==> src/rtl/core/shb_pkg.sv <==
// ----------------------------------------------------------------------------
// shb_pkg
// shared types and constants for the spatial hash bucket list build unit
// ----------------------------------------------------------------------------
package shb_pkg;

    localparam int HEAD_DEPTH = 4096;
    localparam int INDEX_BITS = 16;
    localparam int ADDR_BITS  = (HEAD_DEPTH > 1) ? $clog2(HEAD_DEPTH) : 1;
    localparam int BUCKET_W   = 13;
    localparam int COORD_W    = 32;
    localparam int CELL_W     = 31;
    localparam int CNT_W      = 6;

    localparam logic [31:0] HASH_PX = 32'd73856093;
    localparam logic [31:0] HASH_PY = 32'd19349663;
    localparam logic [31:0] HASH_PZ = 32'd83492791;
    localparam logic [CELL_W-1:0] CELL_RESET = 31'd65536;

    localparam logic CMD_CLEAR  = 1'b0;
    localparam logic CMD_INSERT = 1'b1;

    typedef enum logic [2:0] {
        ST_INIT,
        ST_IDLE,
        ST_CLEAR,
        ST_DIV,
        ST_HASH,
        ST_READ,
        ST_WRITE,
        ST_OUT
    } state_t;

    typedef struct packed {
        logic load;
        logic clear_step;
        logic div_step;
        logic hash;
        logic rd;
        logic wr;
        logic zero_out;
        logic out_load;
    } ctl_t;

    typedef struct packed {
        logic clear_done;
        logic div_done;
    } sts_t;

endpackage

==> src/rtl/core/shb_ctrl.sv <==
// ----------------------------------------------------------------------------
// shb_ctrl
// sequencer for clear sweeps and insert beats
// ----------------------------------------------------------------------------
module shb_ctrl
    import shb_pkg::*;
(
    input  logic clk,
    input  logic rst_n,
    input  logic in_valid,
    input  logic in_cmd,
    output logic in_ready,
    output logic out_valid,
    input  logic out_ready,
    input  sts_t sts,
    output ctl_t ctl
);
    state_t state_reg, state_next;

    always_ff @(posedge clk or negedge rst_n)
    begin
        if (!rst_n)
        begin
            state_reg <= ST_INIT;
        end
        else
        begin
            state_reg <= state_next;
        end
    end

    always_comb
    begin
        state_next = state_reg;
        ctl        = '0;
        in_ready   = 1'b0;
        out_valid  = 1'b0;
        case (state_reg)
            ST_INIT:
            begin
                ctl.clear_step = 1'b1;
                ctl.wr         = 1'b1;
                if (sts.clear_done)
                begin
                    state_next = ST_IDLE;
                end
            end
            ST_IDLE:
            begin
                in_ready = 1'b1;
                if (in_valid)
                begin
                    ctl.load   = 1'b1;
                    state_next = (in_cmd == CMD_INSERT) ? ST_DIV : ST_CLEAR;
                end
            end
            ST_CLEAR:
            begin
                ctl.clear_step = 1'b1;
                ctl.wr         = 1'b1;
                if (sts.clear_done)
                begin
                    ctl.zero_out = 1'b1;
                    state_next   = ST_OUT;
                end
            end
            ST_DIV:
            begin
                ctl.div_step = 1'b1;
                if (sts.div_done)
                begin
                    state_next = ST_HASH;
                end
            end
            ST_HASH:
            begin
                ctl.hash   = 1'b1;
                state_next = ST_READ;
            end
            ST_READ:
            begin
                ctl.rd     = 1'b1;
                state_next = ST_WRITE;
            end
            ST_WRITE:
            begin
                ctl.wr       = 1'b1;
                ctl.out_load = 1'b1;
                state_next   = ST_OUT;
            end
            ST_OUT:
            begin
                out_valid = 1'b1;
                if (out_ready)
                begin
                    state_next = ST_IDLE;
                end
            end
            default:
            begin
                state_next = ST_IDLE;
            end
        endcase
    end
endmodule

==> config.mk <==
export PLATFORM = sky130hd
export DESIGN_NAME = shb_ctrl
export DESIGN_NICKNAME = d
export VERILOG_FILES = /design/src/rtl/core/shb_pkg.sv /design/src/rtl/core/shb_ctrl.sv
export SDC_FILE = /design/constraint.sdc
export NUM_CORES = 1
export LEC_CHECK = 0
export BUFFER_PORTS_ARGS = -buffer_cell sky130_fd_sc_hd__buf_2
export CAP_MARGIN = 5
export CORE_AREA = 8 8 45 47
export DETAILED_ROUTE_END_ITERATION = 8
export DIE_AREA = 0 0 53 55
export SLEW_MARGIN = 20
export SYNTH_ARGS = -nofsm -noshare
export SYNTH_HDL_FRONTEND = slang
export SYNTH_SLANG_ARGS = --single-unit
==> constraint.sdc <==
create_clock -name clk -period 1.85 [get_ports clk]
set_input_delay 0.37 -clock clk [delete_from_list [all_inputs] [get_ports clk]]
set_output_delay 0.37 -clock clk [all_outputs]
set_load 0.02 [all_outputs]
== After elaboration in Yosys (flattened, before gate mapping) ==
Cells that the tools add are included.
Storage, ports and cells
  register bits: 3
  input bits: 7
  output and inout port bits: 10
  logic and storage cells: 36
Operators by class
  equality and inequality tests: 12
  multiplexer cells: 19
  reduce and logical (&&, ||, !) cells: 4
Operators with widths (count)
  $pmux 3 s8: 1
  $mux 3: 5
  $mux 1: 13
  $eq 3x3->1 const B: 4
  $ne 2x2->1 const B: 5
  $eq 3x2->1 const B: 2
  $reduce_and 5->1: 1
  $eq 3x1->1 const B: 1
  $logic_not 3->1: 1
  $reduce_or 3->1: 1
  $reduce_or 2->1: 1

== Depth between registers and ports, before layout ==
Gate-level depths: netlist (run 1).
  word-level depth: 3
  depth in mapped cells: 6
  depth with buffers taken out: 6

== Worst setup path after synthesis (run 1) ==
OpenSTA, ideal clock, no wires.
  kind: register to output
  from: register state_reg[1]
  to: output ctl[7] in the netlist's numbering
  arrival: 1.356 ns
  data required time: 1.480 ns
  path slack: 0.124 ns
  stages on the path, launching flop included: 5
  path buffers: 0
  cell sequence: dfrtp_1 -> inv_1 -> ha_1 -> nor2b_1 -> and2_1
RTL lines
  from (decl): RTL line shb_ctrl.sv:18  | state_t state_reg, state_next;
  from (signal assigned): RTL line shb_ctrl.sv:28  | state_reg <= state_next;
  to (decl): RTL line shb_ctrl.sv:16  | output ctl_t ctl

==> results of run 1 <==
## logic make-up (layout without fill, tap and decap cells)
family	after synthesis	count (layout)	synth area share, %
and+or+nand+nor	17	17	27.0
AOI/OAI and AO/OA	8	8	19.6
adders and majority gates	5	5	17.5
buffers and inverters	5	25	6.32
DFF	3	3	21.1
muxes	2	2	8.42
## timing repair
action / 4_1_cts / 5_1_grt
setup endpoints to repair: 0 / 1
hold buffers: 1 / 0
hold endpoints to repair: 3 / 0
resized for setup: 0 / 6
## final timing paths
| kind | end | slack [ns] | cells past startpoint |
|---|---|---|---|
| setup reg to reg | state_reg[0] | 0.20 | 6 |
| hold / removal | state_reg[2] | 0.46 | 2 |
| max in group asynchronous | state_reg[0] | 1.27 | 2 |
| min in group clk | state_reg[2] | 0.53 | 4 |
| hold reg to reg | state_reg[0] | 0.59 | 1 |
| setup / recovery | ctl[7] | 0.12 | 5 |
## metrics by stage
| step | total power, mW | utilization [%] | hold slack (ns) | area, sq um |
|---|---|---|---|---|
| after floorplan | 0.685 | - | 0.0744 | 357 |
| after global placement | 0.839 | 32.5 | 0.167 | 449 |
| after detailed placement | 0.838 | 32.5 | 0.169 | 449 |
| after CTS | 0.965 | 35.1 | 0.450 | 485 |
| after global routing | 1.09 | 36.4 | 0.447 | 504 |
| final | 0.987 | 36.4 | 0.463 | 504 |
## cell usage in the layout, fill, tap and decap left out
cell            n
nor2b_1         1
nand2_1         1
a22oi_1         1
dlygate4sd3_1   1
mux2_4          2
nor2_2          1
clkbuf_1        1
inv_2           1
nor2b_2         1
a21o_1          1
dfrtp_2         1
buf_2          16
or3b_1          1
or2_1           1
clkbuf_4        3
and3_1          1
and2_4          1
nand2b_1        2
o21ai_1         1
o21ai_2         1
dfrtp_1         2
and2_1          3
o221ai_2        1
inv_1           3
ha_4            1
ha_1            4
nor2_1          4
a21o_2          1
a21oi_2         2
## routing by layer
layer,vias up,track usage [%]
met1,154,5.50
met3,0,2.41
met4,0,5.17
met2,6,11.1
met5,-,0
li1,173,-
## worst max-delay path: stages, from the launching register on
cell and delay [ns]:
dfrtp_1 0.42, inv_2 0.08, ha_4 0.18, nor2b_2 0.15, and2_1 0.16, buf_2 0.15
## layout make-up
class	instances	area, sq um
Timing Repair Buffer	17	90.1
Sequential cell	3	76.3
Clock buffer	4	26.3
Fill cell	145	880
Tap cell	16	20.0
Inverter	4	15.0
Multi-Input combinational cell	32	277
## report_power, final
group	internal (mW)	switching [mW]	leakage [nW]
Sequential	0.103	0.0635	0.0326
Clock	0.0808	0.0338	0.0150
Combinational	0.327	0.378	0.231
==> impl_results.md, run 1 <==
- CTS Buf Count: 3
- Leak: 0.279 nW
- Setup WS pre-CTS: 0.168 ns
- Hold Vio Cnt, Final: 0
- Pins over their slew limit: 0
- Worst-Margin Slew: 0.330 ns
- Global-route wire length before repair: 1310 um
- Yosys synthesis warning count: 0
- Aggregate global-route resource usage: 6.24%
- DRT iter0 DRCs: 1
- Dominant synthesized flop cell: dfrtp_1
- Synthesized instance count: 40
- Die height: 55 um
- Clk sinks: 3
- FFs w/ async S/R, synth: 100%
- Initial antenna violation count: 0
- Fin nets: 73
- Clock Path Buffers: 2
- Share of layout cells above drive strength 1: 53.3%
- Reg2reg start: state_reg[0]
- Starting Density: 25.8%
- MaxCap Viol Count: 0
- Grt total ovfl: 0
- Crit Path Class: reg -> out
- Worst Slack Setup Final: 0.116 ns
- Largest net degree at the start of global routing: 12
- P per Cell Area: 1960 nW/um^2
- WP data required: 1.48 ns
- Top Ports: 17
- Routed len/inst: 11.4 um
- Via density: 4.38
- Routed WL: 867 um
- Tmin final: 1.73 ns
- Via Count: 333
- Finished Layout Cells: 76
- Cell Area, Synth: 357 sq um
- Worst Path Max Fanout: 6
- Yosys reg bits: 3
- IO Port Bufs: 16
- Drt drc: 0
- Gpl congestion: 0.734
- Core Area: 1380 sq um
- CP startpoint: state_reg[1]
- Register area share after synthesis: 21.1%
- Vias in the first global route: 328
- Chip width: 53 um
- Die ar.: 2920 sq um
- Setup Buffers After CTS: 0
- Post-synth EDFFs: 0
- DRT antenna net count: 0
- Setup_tns: 0 ns
- Area share of the largest cell type after synthesis: 21.1%
- Tcrit/Tclk final: 93.7%
- Status: completed
- Post-route clock skew: 0.00198 ns
- CTS clk-pin slew, worst paths: 0.04 ns
- Largest cells by area after synthesis: dfrtp_1 (21%), ha_1 (18%), mux2_4 (8.4%)
- Row cnt: 14
- Worst slew margin: 78.0%
- Top layer in use: met3
- Unrepaired setup endpoints after global routing: false
- Clk_lat worst skew: 0.23 ns
- Maximum VDD drop: 0.605 mV
- DR WL met2: 485 um
- Met3 wire length: 39 um
- CTS tree: yes
- Met1 wire length: 342 um
- Min-delay worst type: in -> async
- Final setup viols: 0
- Syn-to-layout area delta: 41.4%
- DRT Pass-1 Iters: 2
- Biggest area consumer among synthesized cells: dfrtp_1
- Total nets after synthesis: 52
- Top post-synthesis cells by count: ha_1 (5), nor2_1 (5), inv_1 (4), and2_1 (3), dfrtp_1 (3)
- Dpl cells: 71
- Number of diodes: 0
- Crit path DAT: 1.36 ns
- FMAX: 577 MHz
- Crit. End Element: output port
- Root buffer cell: clkbuf_4
- CP Launch Type: register
- Mean post-synth cell area: 8.91 sq um
- Detail Placement HPWL: 701 um
- Synth cell types: 21
- Max FFs per register: 3
- H-tree lvl count: 1
No activity file was read; power rests on OpenSTA's default activity.
==> run 2: changes to the inputs <==
Settings changed: CTS_BUF_LIST set to sky130_fd_sc_hd__clkbuf_8.
==> run 2 against run 1 <==
Against the previous run: non-clock buffer count stayed put; register-to-register slack worse by 0.06 ns; global-route usage is 0.055 points higher; sequential share of layout area is 0.47 points lower; routed wire length is 0.69% higher; clock-buffer cell count is 1 lower; critical path depth stayed put; worst hold slack better by 0.020 ns; clock power is 59% higher; critical path type unchanged; highest routed layer unchanged.
==> impl_results.md, run 2 (synthesis results as in run 1) <==
- Finished Layout Cells: 76 (unchanged)
- Drt drc: 0 (unchanged)
- Crit path DAT: 1.38 ns (was 1.36 ns)
- Routed WL: 873 um (was 867 um)
- Maximum VDD drop: 0.674 mV (was 0.605 mV)
- Crit path max-delay family: flip-flops (unchanged)
- Status: completed (unchanged)
- Top Ports: 17 (unchanged)
- Max FFs per register: 3 (unchanged)
- Setup WS pre-CTS: 0.168 ns (unchanged)
- Pins over their slew limit: 0 (unchanged)
- Worst path bufs/invs: 2 (unchanged)
- Routed len/inst: 11.5 um (was 11.4 um)
- Hold Vio Cnt, Final: 0 (unchanged)
- Largest stage delay, worst path: 0.40 ns (was 0.42 ns)
- Unrepaired setup endpoints after global routing: false (unchanged)
- Worst Path Max Fanout: 6 (unchanged)
- Die ar.: 2920 sq um (unchanged)
- Setup Buffers After CTS: 0 (unchanged)
- Grt total ovfl: 0 (unchanged)
- Via Count: 331 (was 333)
- Aggregate global-route resource usage: 6.29% (was 6.24%)
- Syn-to-layout area delta: 46.0% (was 41.4%)
- CTS tree: yes (unchanged)
- Min-delay worst type: in -> async (unchanged)
- Row cnt: 14 (unchanged)
- Setup_tns: 0 ns (unchanged)
- Final setup viols: 0 (unchanged)
- CP max stage cell: dfrtp_1 (unchanged)
- Chip width: 53 um (unchanged)
- Worst-Margin Slew: 0.331 ns (was 0.330 ns)
- Reg2reg start: state_reg[1] (was state_reg[0])
- Fillers: 146 (was 145)
- Clk_lat worst skew: 0.21 ns (was 0.23 ns)
- Worst path cell trace: inv_1 -> ha_4 -> nor2b_2 -> and2_1 -> buf_2 (was inv_2 -> ha_4 -> nor2b_2 -> and2_1 -> buf_2)
- P per Cell Area: 2010 nW/um^2 (was 1960 nW/um^2)
- Die height: 55 um (unchanged)
- Dpl cells: 71 (unchanged)
- Root buffer cell: clkbuf_8 (was clkbuf_4)
- Detail Placement HPWL: 701 um (unchanged)
- Via density: 4.36 (was 4.38)
- Largest net degree at the start of global routing: 12 (unchanged)
- Global-route wire length before repair: 1320 um (was 1310 um)
- DRT Pass-1 Iters: 2 (unchanged)
- Highest-count cells in the layout ignoring fill and taps: buf_2 (16), inv_1 (5), nor2_1 (5) (was buf_2 (16), nor2_1 (4), ha_1 (4))
- CTS Buf Count: 3 (unchanged)
- Gpl congestion: 0.734 (unchanged)
- Commonest non-fill, non-tap cell in the layout: buf_2 (unchanged)
- Crit Path Class: reg -> out (unchanged)
- IO Port Bufs: 16 (unchanged)
- Initial antenna violation count: 0 (unchanged)
- Fin nets: 73 (unchanged)
- Hold slack final: 0.482 ns (was 0.463 ns)
- FMAX: 573 MHz (was 577 MHz)
- Core Area: 1380 sq um (unchanged)
- Starting Density: 25.8% (unchanged)
- Vias in the first global route: 329 (was 328)
- Tcrit/Tclk final: 94.4% (was 93.7%)
- CTS clk-pin slew, worst paths: 0.03 ns (was 0.04 ns)
- Number of diodes: 0 (unchanged)
- Worst Slack Setup Final: 0.103 ns (was 0.116 ns)
- H-tree lvl count: 1 (unchanged)
- Post-route clock skew: 0.000137 ns (was 0.00198 ns)
- Worst slew margin: 77.9% (was 78.0%)
- Crit. End Element: output port (unchanged)
- WP data required: 1.48 ns (about the same)
- Share of layout cells above drive strength 1: 50.0% (was 53.3%)
- CP Launch Type: register (unchanged)
- MaxCap Viol Count: 0 (unchanged)
- Leak: 0.291 nW (was 0.279 nW)
- R2R Path End: state_reg[0] (unchanged)
- Clock Path Buffers: 2 (unchanged)
- DRT iter0 DRCs: 2 (was 1)
- Worst R2R Path Depth: 6 (unchanged)
- DRT antenna net count: 0 (unchanged)
- Tmin final: 1.75 ns (was 1.73 ns)
- Utilization after layout: 37.6% (was 36.4%)
- R2r setup slk: 0.14 ns (was 0.20 ns)
- Clk sinks: 3 (unchanged)
==> run 2: cell count changes in the layout (fill, tap and decap cells not counted) <==
cell      change
nor2_2        -1
clkbuf_1      -1
nor2_1        +1
inv_2         -1
inv_1         +2
clkbuf_4      -3
clkbuf_8      +3
==> run 2: worst max path at each step <==
stage,from,end,slack (ns),cells after the start
after detailed placement,state_reg[0],state_reg[0],0.17,6
after floorplan,state_reg[1],ctl[7],0.12,4
after CTS,state_reg[1],ctl[7],0.04,5
after global placement,state_reg[1],state_reg[1],0.18,6
after global routing,state_reg[1],state_reg[0],0.0007,6
final,state_reg[1],ctl[7],0.10,5
==> run 2: metrics by stage <==
stage	cell area, sq um	power (mW)
2_1_floorplan	357	0.685
3_3_place_gp	449	0.839
3_5_place_dp	449	0.838
4_1_cts	504	1.03
5_1_grt	520	1.15
6_report	520	1.05
==> run 2: area by class of cell <==
cell class	instances	area, sq um	area share, %
inverter	4	15.0	2.88
clock buffer	3	41.3	7.93
multi-input combinational	32	274	52.6
tap	16	20.0	3.85
sequential	3	76.3	14.7
timing repair buffer	17	90.1	17.3
clock inverter	1	3.75	0.721
==> run 2: report_power, final <==
group	internal (mW)	switching (mW)	leakage [nW]
Combinational	0.324	0.375	0.231
Clock	0.141	0.0418	0.0269
Sequential	0.104	0.0617	0.0326
Total	0.568	0.479	0.291
==> run 2: timing repair <==
action,in CTS,in global routing
endpoints found under the setup margin,0,1
gates resized for setup,0,4
hold buffers,1,0
endpoints found under the hold margin,3,0
==> run 2: per-layer routing <==
metal / share of wire [%] / global-route usage (%)
met5: 0 / 0
met4: 0 / 5.17
met3: 4.5 / 2.41
met2: 56 / 11.1
met1: 40 / 5.65
==> run 2: worst reg2reg max path, stage by stage (launching register included) <==
cell and delay [ns]:
dfrtp_1 0.40, inv_1 0.12, ha_1 0.24, nor2_1 0.18, o221ai_2 0.14, o21ai_2 0.20
mux2_4 0.32
